===== config.mk =====
export PLATFORM = sky130hd
export DESIGN_NAME = query_pagination_parser_core_flat
export DESIGN_NICKNAME = d
export VERILOG_FILES = /design/src/rtl/core/qpp_pkg.sv /design/src/rtl/core/qpp_channels.sv /design/src/rtl/core/qpp_front.sv /design/src/rtl/core/qpp_queue.sv /design/src/rtl/core/qpp_back.sv /design/src/rtl/core/query_pagination_parser_core.sv /design/src/flat_wrapper.sv
export VERILOG_INCLUDE_DIRS = /design/src /design/src/rtl/core
export SDC_FILE = /design/constraint.sdc
export NUM_CORES = 1
export LEC_CHECK = 0
export ABC_AREA = 1
export BUFFER_PORTS_ARGS = -buffer_cell sky130_fd_sc_hd__buf_2
export CELL_PAD_IN_SITES_DETAIL_PLACEMENT = 1
export CELL_PAD_IN_SITES_GLOBAL_PLACEMENT = 1
export CORE_MARGIN = 5
export CORE_UTILIZATION = 49
export DETAILED_ROUTE_END_ITERATION = 10
export PLACE_DENSITY = 0.95
export SYNTH_ARGS = -nofsm -noshare
export SYNTH_HDL_FRONTEND = slang
export SYNTH_SLANG_ARGS = --single-unit
export TNS_END_PERCENT = 20

===== constraint.sdc =====
create_clock -name clk -period 12.5 [get_ports clk]
set_input_delay 0.625 -clock clk [delete_from_list [all_inputs] [get_ports clk]]
set_output_delay 0.625 -clock clk [all_outputs]
set_load 0.03 [all_outputs]

===== src/rtl/core/assert_macros.svh =====
// Assertion helpers for the RTL top level.
// Each macro expects signals named clk and rst in the calling scope.
`ifndef ASSERT_MACROS_SVH
`define ASSERT_MACROS_SVH

// Condition must hold at every clock edge outside reset.
`define QPP_ASSERT_ALWAYS(label, cond, msg) \
  label: assert property (@(posedge clk) disable iff (rst) (cond)) \
    else $error(msg);

// Same-cycle implication.
`define QPP_ASSERT_IMPLIES(label, ante, cons, msg) \
  label: assert property (@(posedge clk) disable iff (rst) (ante) |-> (cons)) \
    else $error(msg);

// Next-cycle implication.
`define QPP_ASSERT_NEXT(label, ante, cons, msg) \
  label: assert property (@(posedge clk) disable iff (rst) (ante) |=> (cons)) \
    else $error(msg);

`endif


===== src/rtl/core/qpp_pkg.sv =====
`default_nettype none
package qpp_pkg;

  localparam int VALUE_WIDTH = 32;
  localparam int ACC_W       = VALUE_WIDTH + 4;  // holds acc*10 + 9
  localparam int KEY_LEN     = 4;
  localparam int KEY_POS_W   = 3;

  localparam logic [7:0] CH_AMP  = 8'h26;  // '&'
  localparam logic [7:0] CH_EQ   = 8'h3d;  // '='
  localparam logic [7:0] CH_ZERO = 8'h30;
  localparam logic [7:0] CH_NINE = 8'h39;

  localparam logic [7:0] NAME_PAGE [KEY_LEN] = '{8'h70, 8'h61, 8'h67, 8'h65};
  localparam logic [7:0] NAME_SIZE [KEY_LEN] = '{8'h73, 8'h69, 8'h7a, 8'h65};

  // Byte classes
  localparam int KIND_W = 3;
  localparam logic [KIND_W-1:0] KIND_NONE  = 3'd0;
  localparam logic [KIND_W-1:0] KIND_AMP   = 3'd1;
  localparam logic [KIND_W-1:0] KIND_EQ    = 3'd2;
  localparam logic [KIND_W-1:0] KIND_DIGIT = 3'd3;
  localparam logic [KIND_W-1:0] KIND_OTHER = 3'd4;

  // Result status
  localparam logic [1:0] STATUS_OK       = 2'd0;
  localparam logic [1:0] STATUS_BAD_PAGE = 2'd1;
  localparam logic [1:0] STATUS_BAD_SIZE = 2'd2;

  // Config registers
  localparam int CFG_IDX_W = 2;
  localparam logic [CFG_IDX_W-1:0] CFG_DEFAULT_PAGE  = 2'd0;
  localparam logic [CFG_IDX_W-1:0] CFG_FALLBACK_SIZE = 2'd1;
  localparam logic [CFG_IDX_W-1:0] CFG_SIZE_LIMIT    = 2'd2;

  localparam logic [31:0] RST_DEFAULT_PAGE  = 32'd1;
  localparam logic [31:0] RST_FALLBACK_SIZE = 32'd20;
  localparam logic [31:0] RST_SIZE_LIMIT    = 32'd100;

  // Queue between front and back
  localparam int QUEUE_DEPTH = 2;
  localparam int QUEUE_PTR_W = 1;
  localparam int QUEUE_CNT_W = 2;

  typedef struct packed {
    logic [KIND_W-1:0]  kind;
    logic [3:0]         digit;
    logic [KEY_LEN-1:0] page_hit;  // byte matches "page" at each key position
    logic [KEY_LEN-1:0] size_hit;  // byte matches "size" at each key position
    logic               last;
  } qpp_item_t;

  typedef struct packed {
    logic full;
    logic empty;
  } qpp_q_stat_t;

endpackage
`default_nettype wire


===== src/rtl/core/qpp_channels.sv =====
`default_nettype none
interface qpp_in_if;
  logic       valid;
  logic       ready;
  logic [7:0] query_byte;
  logic       has_byte;
  logic       last_byte;

  modport source (output valid, output query_byte, output has_byte, output last_byte,
                  input ready);
  modport sink (input valid, input query_byte, input has_byte, input last_byte,
                output ready);
endinterface

interface qpp_out_if;
  logic        valid;
  logic        ready;
  logic [1:0]  status;
  logic [31:0] page_number;
  logic [31:0] page_size;

  modport source (output valid, output status, output page_number, output page_size,
                  input ready);
  modport sink (input valid, input status, input page_number, input page_size,
                output ready);
endinterface

interface qpp_cfg_if;
  logic                           valid;
  logic                           ready;
  logic [qpp_pkg::CFG_IDX_W-1:0] index;
  logic [31:0]                    data;

  modport source (output valid, output index, output data, input ready);
  modport sink (input valid, input index, input data, output ready);
endinterface
`default_nettype wire


===== src/rtl/core/qpp_front.sv =====
`default_nettype none
module qpp_front (
  qpp_in_if.sink              query,
  output logic                item_valid,
  output qpp_pkg::qpp_item_t  item,
  input  logic                item_ready
);
  import qpp_pkg::*;

  assign query.ready = item_ready;
  assign item_valid  = query.valid;

  // Classify the byte; key matching against both names is done for every
  // position so the back end only selects by its key counter.
  always_comb begin
    item.last  = query.last_byte;
    item.digit = query.query_byte[3:0];
    if (!query.has_byte) begin
      item.kind = KIND_NONE;
    end else if (query.query_byte == CH_AMP) begin
      item.kind = KIND_AMP;
    end else if (query.query_byte == CH_EQ) begin
      item.kind = KIND_EQ;
    end else if (query.query_byte >= CH_ZERO && query.query_byte <= CH_NINE) begin
      item.kind = KIND_DIGIT;
    end else begin
      item.kind = KIND_OTHER;
    end
    for (int i = 0; i < KEY_LEN; i++) begin
      item.page_hit[i] = (query.query_byte == NAME_PAGE[i]);
      item.size_hit[i] = (query.query_byte == NAME_SIZE[i]);
    end
  end

endmodule
`default_nettype wire


===== src/rtl/core/qpp_queue.sv =====
`default_nettype none
module qpp_queue (
  input  logic                 clk,
  input  logic                 rst,
  input  logic                 wr_valid,
  input  qpp_pkg::qpp_item_t   wr_item,
  output logic                 wr_ready,
  output logic                 rd_valid,
  output qpp_pkg::qpp_item_t   rd_item,
  input  logic                 rd_ready,
  output qpp_pkg::qpp_q_stat_t stat
);
  import qpp_pkg::*;

  qpp_item_t              mem [QUEUE_DEPTH];
  logic [QUEUE_PTR_W-1:0] wr_ptr;
  logic [QUEUE_PTR_W-1:0] rd_ptr;
  logic [QUEUE_CNT_W-1:0] count;
  logic                   push;
  logic                   pop;

  assign wr_ready   = (count != QUEUE_CNT_W'(QUEUE_DEPTH));
  assign rd_valid   = (count != '0);
  assign rd_item    = mem[rd_ptr];
  assign push       = wr_valid && wr_ready;
  assign pop        = rd_valid && rd_ready;
  assign stat.full  = !wr_ready;
  assign stat.empty = !rd_valid;

  always_ff @(posedge clk) begin
    if (push) begin
      mem[wr_ptr] <= wr_item;
    end
  end

  always_ff @(posedge clk) begin
    if (rst) begin
      wr_ptr <= '0;
      rd_ptr <= '0;
      count  <= '0;
    end else begin
      if (push) begin
        wr_ptr <= wr_ptr + QUEUE_PTR_W'(1);
      end
      if (pop) begin
        rd_ptr <= rd_ptr + QUEUE_PTR_W'(1);
      end
      if (push && !pop) begin
        count <= count + QUEUE_CNT_W'(1);
      end else if (pop && !push) begin
        count <= count - QUEUE_CNT_W'(1);
      end
    end
  end

endmodule
`default_nettype wire


===== src/rtl/core/qpp_back.sv =====
`default_nettype none
module qpp_back (
  input  logic               clk,
  input  logic               rst,
  qpp_cfg_if.sink            cfg,
  input  logic               rd_valid,
  input  qpp_pkg::qpp_item_t rd_item,
  output logic               rd_ready,
  qpp_out_if.source          result
);
  import qpp_pkg::*;

  // Config registers
  logic [31:0] default_page;
  logic [31:0] fallback_size;
  logic [31:0] size_limit;

  // Parse state
  logic                   in_value,          in_value_next;
  logic [KEY_POS_W-1:0]   key_position,      key_position_next;
  logic                   key_may_be_page,   key_may_be_page_next;
  logic                   key_may_be_size,   key_may_be_size_next;
  logic [VALUE_WIDTH-1:0] value_accumulator, value_accumulator_next;
  logic                   value_good,        value_good_next;
  logic                   page_seen,         page_seen_next;
  logic                   size_seen,         size_seen_next;
  logic [VALUE_WIDTH-1:0] page_value,        page_value_next;
  logic [VALUE_WIDTH-1:0] size_value,        size_value_next;
  logic                   page_valid,        page_valid_next;
  logic                   size_valid,        size_valid_next;

  // Output register
  logic        out_valid;
  logic [1:0]  status,      status_next;
  logic [31:0] page_number, page_number_next;
  logic [31:0] page_size,   page_size_next;
  logic        load_result;
  logic        take;
  logic [ACC_W-1:0] acc_step;

  assign cfg.ready          = 1'b1;
  assign rd_ready           = !rd_item.last || !out_valid || result.ready;
  assign take               = rd_valid && rd_ready;
  assign result.valid       = out_valid;
  assign result.status      = status;
  assign result.page_number = page_number;
  assign result.page_size   = page_size;

  // acc*10 + digit as two shifts and two adds
  assign acc_step = {1'b0, value_accumulator, 3'b000} + {3'b000, value_accumulator, 1'b0}
                  + {{(ACC_W-4){1'b0}}, rd_item.digit};

  always_comb begin
    logic pair_ok;
    in_value_next          = in_value;
    key_position_next      = key_position;
    key_may_be_page_next   = key_may_be_page;
    key_may_be_size_next   = key_may_be_size;
    value_accumulator_next = value_accumulator;
    value_good_next        = value_good;
    page_seen_next         = page_seen;
    size_seen_next         = size_seen;
    page_value_next        = page_value;
    size_value_next        = size_value;
    page_valid_next        = page_valid;
    size_valid_next        = size_valid;
    load_result            = 1'b0;
    status_next            = STATUS_OK;
    page_number_next       = '0;
    page_size_next         = '0;
    pair_ok                = 1'b0;

    if (take) begin
      // Byte update
      case (rd_item.kind)
        KIND_EQ: begin
          if (!in_value) begin
            key_may_be_page_next   = key_may_be_page && (key_position == KEY_POS_W'(KEY_LEN));
            key_may_be_size_next   = key_may_be_size && (key_position == KEY_POS_W'(KEY_LEN));
            in_value_next          = 1'b1;
            key_position_next      = '0;
            value_accumulator_next = '0;
            value_good_next        = 1'b1;
          end else begin
            value_good_next = 1'b0;
          end
        end
        KIND_DIGIT, KIND_OTHER: begin
          if (!in_value) begin
            if (key_position < KEY_POS_W'(KEY_LEN)) begin
              key_may_be_page_next = key_may_be_page && rd_item.page_hit[key_position[1:0]];
              key_may_be_size_next = key_may_be_size && rd_item.size_hit[key_position[1:0]];
              key_position_next    = key_position + KEY_POS_W'(1);
            end else begin
              key_may_be_page_next = 1'b0;
              key_may_be_size_next = 1'b0;
            end
          end else if (rd_item.kind == KIND_DIGIT) begin
            key_position_next = KEY_POS_W'(1);
            if (value_good) begin
              if (|acc_step[ACC_W-1:VALUE_WIDTH]) begin
                value_good_next = 1'b0;
              end else begin
                value_accumulator_next = acc_step[VALUE_WIDTH-1:0];
              end
            end
          end else begin
            value_good_next = 1'b0;
          end
        end
        default: begin
          // '&' is handled as a pair end below; no byte changes nothing
        end
      endcase

      // Pair end on '&' or end of query
      if (rd_item.kind == KIND_AMP || rd_item.last) begin
        if (in_value_next) begin
          pair_ok = value_good_next && (key_position_next != '0);
          if (key_may_be_page_next && !page_seen) begin
            page_seen_next  = 1'b1;
            page_value_next = value_accumulator_next;
            page_valid_next = pair_ok;
          end else if (key_may_be_size_next && !size_seen) begin
            size_seen_next  = 1'b1;
            size_value_next = value_accumulator_next;
            size_valid_next = pair_ok;
          end
        end
        in_value_next          = 1'b0;
        key_position_next      = '0;
        key_may_be_page_next   = 1'b1;
        key_may_be_size_next   = 1'b1;
        value_accumulator_next = '0;
        value_good_next        = 1'b0;
      end

      // Result and query clear
      if (rd_item.last) begin
        load_result = 1'b1;
        if (page_seen_next && (!page_valid_next || page_value_next == '0)) begin
          status_next = STATUS_BAD_PAGE;
        end else if (size_seen_next && (!size_valid_next || size_value_next == '0 ||
                                        size_value_next > size_limit)) begin
          status_next = STATUS_BAD_SIZE;
        end else begin
          status_next      = STATUS_OK;
          page_number_next = page_seen_next ? page_value_next : default_page;
          page_size_next   = size_seen_next ? size_value_next : fallback_size;
        end
        page_seen_next  = 1'b0;
        size_seen_next  = 1'b0;
        page_value_next = '0;
        size_value_next = '0;
        page_valid_next = 1'b0;
        size_valid_next = 1'b0;
      end
    end
  end

  always_ff @(posedge clk) begin
    if (rst) begin
      default_page  <= RST_DEFAULT_PAGE;
      fallback_size <= RST_FALLBACK_SIZE;
      size_limit    <= RST_SIZE_LIMIT;
    end else if (cfg.valid) begin
      unique case (cfg.index)
        CFG_DEFAULT_PAGE:  default_page  <= cfg.data;
        CFG_FALLBACK_SIZE: fallback_size <= cfg.data;
        CFG_SIZE_LIMIT:    size_limit    <= cfg.data;
        default: begin
        end
      endcase
    end
  end

  always_ff @(posedge clk) begin
    if (rst) begin
      in_value          <= 1'b0;
      key_position      <= '0;
      key_may_be_page   <= 1'b1;
      key_may_be_size   <= 1'b1;
      value_accumulator <= '0;
      value_good        <= 1'b0;
      page_seen         <= 1'b0;
      size_seen         <= 1'b0;
      page_value        <= '0;
      size_value        <= '0;
      page_valid        <= 1'b0;
      size_valid        <= 1'b0;
      out_valid         <= 1'b0;
    end else begin
      in_value          <= in_value_next;
      key_position      <= key_position_next;
      key_may_be_page   <= key_may_be_page_next;
      key_may_be_size   <= key_may_be_size_next;
      value_accumulator <= value_accumulator_next;
      value_good        <= value_good_next;
      page_seen         <= page_seen_next;
      size_seen         <= size_seen_next;
      page_value        <= page_value_next;
      size_value        <= size_value_next;
      page_valid        <= page_valid_next;
      size_valid        <= size_valid_next;
      if (load_result) begin
        out_valid <= 1'b1;
      end else if (result.ready) begin
        out_valid <= 1'b0;
      end
    end
  end

  always_ff @(posedge clk) begin
    if (load_result) begin
      status      <= status_next;
      page_number <= page_number_next;
      page_size   <= page_size_next;
    end
  end

endmodule
`default_nettype wire


===== src/rtl/core/query_pagination_parser_core.sv =====
// Pagination query parser, top level.
// query:  one transaction per query byte (query_byte, has_byte, last_byte).
//         has_byte low with last_byte high ends a query without a character.
// result: one transaction per query, on its last byte: status, page_number,
//         page_size. Fields are zero when status is not ok.
// cfg:    register writes (0 default_page, 1 fallback_size, 2 size_limit); always
//         ready, write only while no query is in flight.
// Throughput: one byte per cycle unless a last byte waits on a held result; the
// accumulator update (acc*10 + digit, overflow check) is combinational in the back end.
// Path: a last byte is written into the byte queue, then the back end takes it
// and loads the output register; result.valid comes from that register.
// Stall: the output register holds a result until taken. Bytes that do not end
// a query keep flowing; a last byte waits in the two-entry queue, and query.ready
// drops once that queue is full.
// Reset: synchronous, clears the parse state, the queue and the result valid;
// config registers return to 1, 20 and 100.
`default_nettype none
`include "assert_macros.svh"
module query_pagination_parser_core (
  input  logic      clk,
  input  logic      rst,
  qpp_in_if.sink    query,
  qpp_out_if.source result,
  qpp_cfg_if.sink   cfg
);
  import qpp_pkg::*;

  // Front end to queue
  logic        fr_valid;
  logic        fr_ready;
  qpp_item_t   fr_item;

  // Queue to back end
  logic        bk_valid;
  logic        bk_ready;
  qpp_item_t   bk_item;
  qpp_q_stat_t q_stat;

  // Assertion terms
  logic        status_known;
  logic        fields_zero;
  logic        result_stuck;
  logic        last_waiting;

  qpp_front u_front (
    .query      (query),
    .item_valid (fr_valid),
    .item       (fr_item),
    .item_ready (fr_ready)
  );

  qpp_queue u_queue (
    .clk      (clk),
    .rst      (rst),
    .wr_valid (fr_valid),
    .wr_item  (fr_item),
    .wr_ready (fr_ready),
    .rd_valid (bk_valid),
    .rd_item  (bk_item),
    .rd_ready (bk_ready),
    .stat     (q_stat)
  );

  qpp_back u_back (
    .clk      (clk),
    .rst      (rst),
    .cfg      (cfg),
    .rd_valid (bk_valid),
    .rd_item  (bk_item),
    .rd_ready (bk_ready),
    .result   (result)
  );

  assign status_known = (result.status == STATUS_OK) || (result.status == STATUS_BAD_PAGE) ||
                        (result.status == STATUS_BAD_SIZE);
  assign fields_zero  = (result.page_number == '0) && (result.page_size == '0);
  assign result_stuck = result.valid && !result.ready;
  assign last_waiting = bk_valid && bk_item.last;

  // Status is always one of the three defined codes
  `QPP_ASSERT_IMPLIES(a_status_code, result.valid, status_known, "undefined status code")
  // Error results carry zero fields
  `QPP_ASSERT_IMPLIES(a_error_zero, result.valid && result.status != STATUS_OK, fields_zero, "error result with nonzero fields")
  // Queue flags are consistent
  `QPP_ASSERT_ALWAYS(a_queue_flags, !(q_stat.full && q_stat.empty), "queue full and empty")
  // A transaction that ends a query is never taken by the back end while a result is stuck
  `QPP_ASSERT_NEXT(a_no_overrun, result_stuck && last_waiting, result.valid, "result dropped under stall")

endmodule
`default_nettype wire


===== src/flat_wrapper.sv =====
// flat-port wrapper written by rule: the top's interface ports become plain ports
module query_pagination_parser_core_flat import qpp_pkg::*;
  (clk, rst, query_valid, query_query_byte, query_has_byte, query_last_byte, query_ready, result_valid, result_status, result_page_number, result_page_size, result_ready, cfg_valid, cfg_index, cfg_data, cfg_ready);
  qpp_in_if query_i ();
  qpp_out_if result_i ();
  qpp_cfg_if cfg_i ();
  input  logic clk;
  input  logic rst;
  input wire logic [$bits(query_i.valid)-1:0] query_valid;
  input wire logic [$bits(query_i.query_byte)-1:0] query_query_byte;
  input wire logic [$bits(query_i.has_byte)-1:0] query_has_byte;
  input wire logic [$bits(query_i.last_byte)-1:0] query_last_byte;
  output wire logic [$bits(query_i.ready)-1:0] query_ready;
  output wire logic [$bits(result_i.valid)-1:0] result_valid;
  output wire logic [$bits(result_i.status)-1:0] result_status;
  output wire logic [$bits(result_i.page_number)-1:0] result_page_number;
  output wire logic [$bits(result_i.page_size)-1:0] result_page_size;
  input wire logic [$bits(result_i.ready)-1:0] result_ready;
  input wire logic [$bits(cfg_i.valid)-1:0] cfg_valid;
  input wire logic [$bits(cfg_i.index)-1:0] cfg_index;
  input wire logic [$bits(cfg_i.data)-1:0] cfg_data;
  output wire logic [$bits(cfg_i.ready)-1:0] cfg_ready;
  assign query_i.valid = query_valid;
  assign query_i.query_byte = query_query_byte;
  assign query_i.has_byte = query_has_byte;
  assign query_i.last_byte = query_last_byte;
  assign query_ready = query_i.ready;
  assign result_valid = result_i.valid;
  assign result_status = result_i.status;
  assign result_page_number = result_i.page_number;
  assign result_page_size = result_i.page_size;
  assign result_i.ready = result_ready;
  assign cfg_i.valid = cfg_valid;
  assign cfg_i.index = cfg_index;
  assign cfg_i.data = cfg_data;
  assign cfg_ready = cfg_i.ready;
  query_pagination_parser_core u_core (.clk(clk), .rst(rst), .query(query_i), .result(result_i), .cfg(cfg_i));
endmodule

==> results.yml, run 1 <==
worst_setup_path:
  worstPathBufferInverterCount: 5
  worstPathRequired_ns: 12.79
  cp.arrival_ns: 8.39
  cp_top_family: "simple AND/OR/NAND/NOR gates"
  critPathMaxStageDelay_ns: 0.74
  startpoint_type: "flip-flop"
  crit_slowest_cell: "dfxtp_1"
  path_max_fanout: 46
  critPathKind: "reg2reg"
  end_kind: "flip-flop"
  timing.critical_path.mode_cell: "nand2_1"
pwr:
  peakVddDrop_mv: 0.330
  p_sw_share_pct: 44.4
  p_switching_uw: 1700
  p_leak_uw: 0.00892
  p_per_area_nw_per_um2: 194
  power_frac_clock_pct: 27.3
  seqPwrFrac_pct: 32.9
  combPwrFrac_pct: 39.7
  internal_power_uw: 2130
routing:
  met2WireLength_mm: 34.9
  vias: 18600
  vias_per_cell: 6.12
  drt_pass1_iterations: 6
  drt-total-wl_mm: 71.7
  topRoutingLayerUsed: "met4"
  postRouteAntennaNets: 0
  post-route-drc-count: 0
  drtIter0Drc: 2063
  dr_wl_met3_mm: 5.06
  wl_per_cell_um: 23.6
  wl_met1_mm: 26.3
clock_network:
  cts_root_buf: "clkbuf_16"
  cts_tree: "done"
  clk_latency_ns: 0.57
  numCtsBuffers: 34
  clkSinkCount: 305
  postCtsHoldBufs: 0
  cts_resized: 0
  htree_levels: 2
  clkTransAtPathRegs_ns: 0.07
  max-clock-path-buffers: 3
  postCtsSetupBuffers: 0
grt:
  grt_pass1_vias: 19800
  antenna_found_initial: 0
  overflow: 0
  grt_max_degree: 107
  grt_util_all_layers_pct: 34.4
  grt_pass1_wl_mm: 112
timing:
  relSlewSlack_pct: 11.1
  rsz0062_at_grt: "no"
  period_share_pct: 64.8
  setup_viol: 0
  worstMarginPinSlew_ns: 1.33
  hold_viol: 0
  tns_ns: 0
  min_period_ns: 8.10
  fin_ws_ns: 4.40
  skew_ns: 0.0350
  fmax_ghz: 0.123
  maxSlewViolCount: 0
  hold_slack_ns: 0.283
final_layout:
  fillers: 4636
  area_delta_synth_final_pct: 10.3
  antenna_cells: 0
  layout_common_cells: "nand2_1, nor2_1, inv_1, dfxtp_1, a21oi_1"
  final_common_cell: "nand2_1"
  multiInputGateArea_um2: 9400
  seqCellArea_um2: 7070
  final_util_pct: 54.3
  drive_above_1_share_pct: 13.4
  nNetsFinal: 2695
job:
  maxCapViolCount: 0
synth:
  syn_avg_cell_area_um2: 7.19
  async_reset_ff_share_pct: 0
  syn_area_um2: 17900
  ys_ff_latch: 305
  yosys_warnings: 0
  synthCells: 2489
  syn-num-nets: 2638
  yosys_most_used_dff: "dfxtp_1"
  ys_seq_area_share_pct: 39.5
  ys_types: 49
  synth-edff-count: 96
floorplanning:
  initial_utilization_pct: 49.2
  core_area_um2: 36300
  row_count: 70
  die_h_um: 201
  die_area_um2: 40500
  io_pins: 118
  die_x_um: 201
worst_hold_path:
  worst_hold_path_type: "in2reg"
placement:
  hpwlAfterDp_mm: 45.0
  pre_cts_ws_ns: 4.99
  gp_congestion: 0.925
  port_buffers: 116
run_status:
  status: "complete, no violations"
-- through the flow --
| step | instances | instance area (um2) | total power [uW] |
|---|---|---|---|
| floorplan | 2489 | 17900 | 2280 |
| global placement | 2978 | 18600 | 2610 |
| detailed placement | 2978 | 18600 | 2680 |
| CTS | 3040 | 19700 | 3790 |
| global route | 3040 | 19700 | 3970 |
| finish | 3040 | 19700 | 3840 |
-- cell usage after synthesis (all sizes together), types with 2 or more instances --
master / count / area (um2)
clkinv: 2 / 8.75
nor2: 306 / 1350
o21bai: 5 / 37.5
fa: 2 / 40.0
nand4: 12 / 75.1
clkbuf: 66 / 248
o22ai: 2 / 12.5
mux2i: 2 / 20.0
nand2: 719 / 2730
xnor2: 13 / 114
a31oi: 3 / 18.8
o211ai: 8 / 60.1
a21oi: 192 / 965
inv: 226 / 848
dfxtp: 209 / 4180
xor2: 9 / 78.8
or2: 47 / 294
a211oi: 4 / 30.0
nand3b: 5 / 37.5
nand3: 190 / 1090
o21ai: 201 / 1040
nor3: 16 / 85.1
ha: 98 / 1230
edfxtp: 96 / 2880
buf: 46 / 364
nor4: 3 / 18.8
-- worst register-to-register path: cells and delay by family (launching register included) --
family,cells,cell delay [ns]
AO/OA/AOI/OAI,3,0.61
buffers and inverters,5,1.23
flip-flops,1,0.74
adder cells (fa/ha/maj),4,1.22
AND/OR/NAND/NOR,26,4.03
-- metal layers --
metal | global-route usage [%] | up-vias
li1 | - | 8210
met1 | 39.2 | 8931
met2 | 59.0 | 1061
met3 | 6.64 | 391
met4 | 22.3 | 0
met5 | 0 | -
-- flip-flops by register name, indices dropped and copies added (netlist names), named ones only --
register	cells
u_core.u_back.page_value	32
u_core.u_queue.mem	30
u_core.u_back.size_seen	1
u_core.u_back.key_position	3
u_core.u_back.result.status	2
u_core.u_back.key_may_be_size	1
u_core.u_back.value_accumulator	32
u_core.u_back.size_valid	1
u_core.u_back.size_limit	32
u_core.u_back.page_valid	1
u_core.u_queue.count	2
u_core.u_queue.wr_ptr	1
u_core.u_back.key_may_be_page	1
u_core.u_back.page_seen	1
u_core.u_back.in_value	1
u_core.u_back.result.page_number	32
u_core.u_back.default_page	32
u_core.u_back.size_value	32
u_core.u_queue.rd_ptr	1
u_core.u_back.result.valid	1
u_core.u_back.result.page_size	32
u_core.u_back.fallback_size	32
u_core.u_back.value_good	1
-- cells by family (layout without fill, tap and decap cells) --
logic type,Yosys count,in the layout,synth area share (%)
other,1,1,0.0210
xor gates and xnor gates,22,22,1.08
adders and majority gates,100,100,7.07
buffers and inverters,340,423,8.21
muxes,2,2,0.112
and+or+nand+nor,1300,1300,31.8
AOI/OAI and AO/OA,419,419,12.2
DFF,305,305,39.5
-- final timing paths --
check / from / to / slack [ns] / depth (start not counted)
setup / recovery: flip-flop / u_core.u_back.result.page_size[3] / 4.40 / 38
hold / removal: query_last_byte / u_core.u_queue.mem[0][0] / 0.28 / 1
setup reg to reg: flip-flop / u_core.u_back.result.page_size[3] / 4.40 / 38
hold reg to reg: u_core.u_back.page_value[23] / u_core.u_back.page_value[23] / 0.47 / 2
-- power by group through the flow --
stage | Combinational [uW] | Sequential (uW) | Clock [uW]
global placement | 1340 | 1260 | 0
detailed placement | 1410 | 1270 | 0
finish | 1520 | 1260 | 1050
CTS | 1480 | 1260 | 1050
global route | 1600 | 1270 | 1100
floorplan | 868 | 1410 | 0
-- final cells by class --
type / instances / share of cell area [%]
clock buffers: 48 / 4.79
clock inverters: 14 / 0.850
inverters: 228 / 4.34
multi-input cells: 1844 / 47.6
flip-flops and latches: 305 / 35.8
well taps: 468 / 2.97
repair buffers: 133 / 3.60
Note: power is estimated with default switching activity, not from simulation.
==> run 2, diff against run 1 <==
- ABC_AREA: 1 -> 0
- CORE_UTILIZATION: 49 -> 42
- PLACE_DENSITY: 0.95 -> 0.85
- clock period: 12.5 -> 7.08 ns (I/O delays scaled with it)
==> results.yml, run 2 <==
synth:
  yosys_warnings: 0
  ys_top_cells_by_count: "nand2_1, nor2_1, a21oi_1, dfxtp_1, clkbuf_1"
  synthCells: 2017
  syn-num-nets: 2166
  ys_ff_latch: 305
  ys_seq_area_share_pct: 41.6
  syn_area_um2: 17000
  yosys.area.top_type: "dfxtp_1"
  synth-edff-count: 96
  syn_avg_cell_area_um2: 8.42
  post-synth-top-count-cell: "nand2_1"
  async_reset_ff_share_pct: 0
  synth_top_area_share_pct: 24.6
  synthTopCellsByArea: "dfxtp_1, edfxtp_1, nand2_1"
  ys_types: 82
  yosys_most_used_dff: "dfxtp_1"
clock_network:
  max-clock-path-buffers: 3
  htree_levels: 2
  clk_latency_ns: 0.57
  cts_tree: "done"
  postCtsHoldBufs: 0
  cts_root_buf: "clkbuf_16"
  numCtsBuffers: 36
  clkSinkCount: 305
  clkTransAtPathRegs_ns: 0.06
timing:
  relSlewSlack_pct: 10.3
  setup_viol: 0
  worstMarginPinSlew_ns: 1.34
  hold_viol: 0
  fmax_ghz: 0.146
  maxSlewViolCount: 0
  skew_ns: 0.0426
  period_share_pct: 97.0
  min_period_ns: 6.87
worst_setup_path:
  crit_slowest_cell: "or3_1"
  critPathMaxStageDelay_ns: 0.38
  cp.arrival_ns: 7.26
  critPathKind: "reg2reg"
  end_kind: "flip-flop"
  worstPathRequired_ns: 7.47
  startpoint_type: "flip-flop"
  path_max_fanout: 7
  timing.critical_path.mode_cell: "a21o_1"
final_layout:
  final_util_pct: 50.1
  final_common_cell: "nand2_1"
  drive_above_1_share_pct: 16.2
  layout_common_cells: "nand2_1, nor2_1, dfxtp_1, a21oi_1, buf_2"
  fillers: 4674
  area_delta_synth_final_pct: 17.8
  nNetsFinal: 2304
  antenna_cells: 0
  fin_area_um2: 20000
routing:
  vias_per_cell: 6.27
  vias: 17000
  drt_pass1_iterations: 6
  drtIter0Drc: 2173
  post-route-drc-count: 0
  drt-total-wl_mm: 70.9
  postRouteAntennaNets: 0
  wl_per_cell_um: 26.2
job:
  maxCapViolCount: 0
pwr:
  p_leak_uw: 0.00807
  peakVddDrop_mv: 0.250
  p_per_area_nw_per_um2: 293
  power_uw: 5850
grt:
  overflow: 0
  grt_pass1_vias: 16800
  grt_pass1_wl_mm: 102
  grt_max_degree: 107
  antenna_found_initial: 1
  grt_util_all_layers_pct: 29.5
placement:
  port_buffers: 116
  hpwlAfterDp_mm: 50.3
  placed_cell_area_um2: 18500
  gp_congestion: 0.975
worst_hold_path:
  worst_hold_path_type: "in2reg"
floorplanning:
  die_x_um: 211
  die_h_um: 211
  die_area_um2: 44600
  core_area_um2: 39900
  row_count: 73
  io_pins: 118
  initial_utilization_pct: 42.6
run_status:
  status: "complete, no violations"
-- run 2: changes by cell type after synthesis, moves of 61 or more --
cell,before,now
o21ai_0,178,63
nor2_2,61,0
a22oi_1,1,89
nand3_1,165,28
inv_1,221,56
nand2_1,707,331
-- run 2: logic make-up (layout without fill, tap and decap cells) --
logic type / Yosys count / count (layout) / synth area share [%]
and+or+nand+nor: 811 / 811 / 20.9
AOI/OAI and AO/OA: 511 / 512 / 19.1
DFF: 305 / 305 / 41.6
buffers and inverters: 181 / 345 / 4.33
adders and majority gates: 100 / 100 / 7.45
muxes: 78 / 78 / 4.99
xor gates and xnor gates: 30 / 30 / 1.55
other: 1 / 1 / 0.0221
-- run 2: worst max-delay path, delay by kind of cell, from the launching register on --
kind | cells | cell delay (ns)
and+or+nand+nor | 6 | 0.99
AOI/OAI and AO/OA | 16 | 2.70
buffers and inverters | 5 | 0.91
adders and majority gates | 4 | 1.08
xor gates and xnor gates | 1 | 0.28
muxes | 1 | 0.37
DFF | 1 | 0.37
-- run 2: worst paths after layout --
check	to	slack (ns)	start	depth (start not counted)
worst max-delay path	u_core.u_back.result.page_size[7]	0.21	flip-flop	33
worst min-delay path	u_core.u_queue.mem[1][0]	0.03	query_last_byte	1
worst max register to register	u_core.u_back.result.page_size[7]	0.21	flip-flop	33
worst min register to register	u_core.u_back.size_limit[27]	0.46	u_core.u_back.size_limit[27]	2
-- run 2: what timing repair did --
action | in CTS | in global routing
endpoints found under the setup margin | 9 | 64
gates resized for setup | 2 | 34
gates cloned | 0 | 7
buffers inserted | 0 | 6
pin swaps | 0 | 3
-- run 2: per-layer routing --
| metal | routed length (um) | global-route usage [%] | vias to the layer above | share of wire [%] |
|---|---|---|---|---|
| li1 | - | - | 7484 | - |
| met4 | 2930 | 10.4 | 0 | 4.1 |
| met2 | 33200 | 48.0 | 824 | 47 |
| met1 | 29500 | 39.6 | 8476 | 42 |
| met5 | 0 | 0 | - | 0 |
| met3 | 5280 | 5.57 | 184 | 7.4 |
-- run 2: per-stage QoR --
step           hold slack, ns  setup TNS (ns)  worst slack [ns]  cells
6_report               0.0333               0             0.210   2707
5_1_grt               0.00588         -0.0378           -0.0224   2707
4_1_cts               0.00703               0            0.0199   2694
3_5_place_dp            0.449               0            0.0729   2629
3_3_place_gp            0.441               0             0.352   2629
2_1_floorplan           0.432               0             0.161   2017
-- run 2: layout make-up --
| class | instances | area [um2] | area share (%) |
|---|---|---|---|
| multi-input cells | 1532 | 9360 | 46.8 |
| flip-flops and latches | 305 | 7070 | 35.4 |
| clock inverters | 16 | 171 | 0.857 |
| well taps | 525 | 657 | 3.28 |
| inverters | 57 | 214 | 1.07 |
| clock buffers | 49 | 1010 | 5.05 |
| repair buffers | 223 | 1520 | 7.58 |
-- run 2: power by group --
group / switching [uW] / total, uW / internal, uW / leakage (uW)
combinational: 1370 / 1880 / 512 / 0.00488
sequential: 72.1 / 2090 / 2010 / 0.00261
clock: 803 / 1890 / 1090 / 0.000573
total: 2240 / 5850 / 3610 / 0.00807
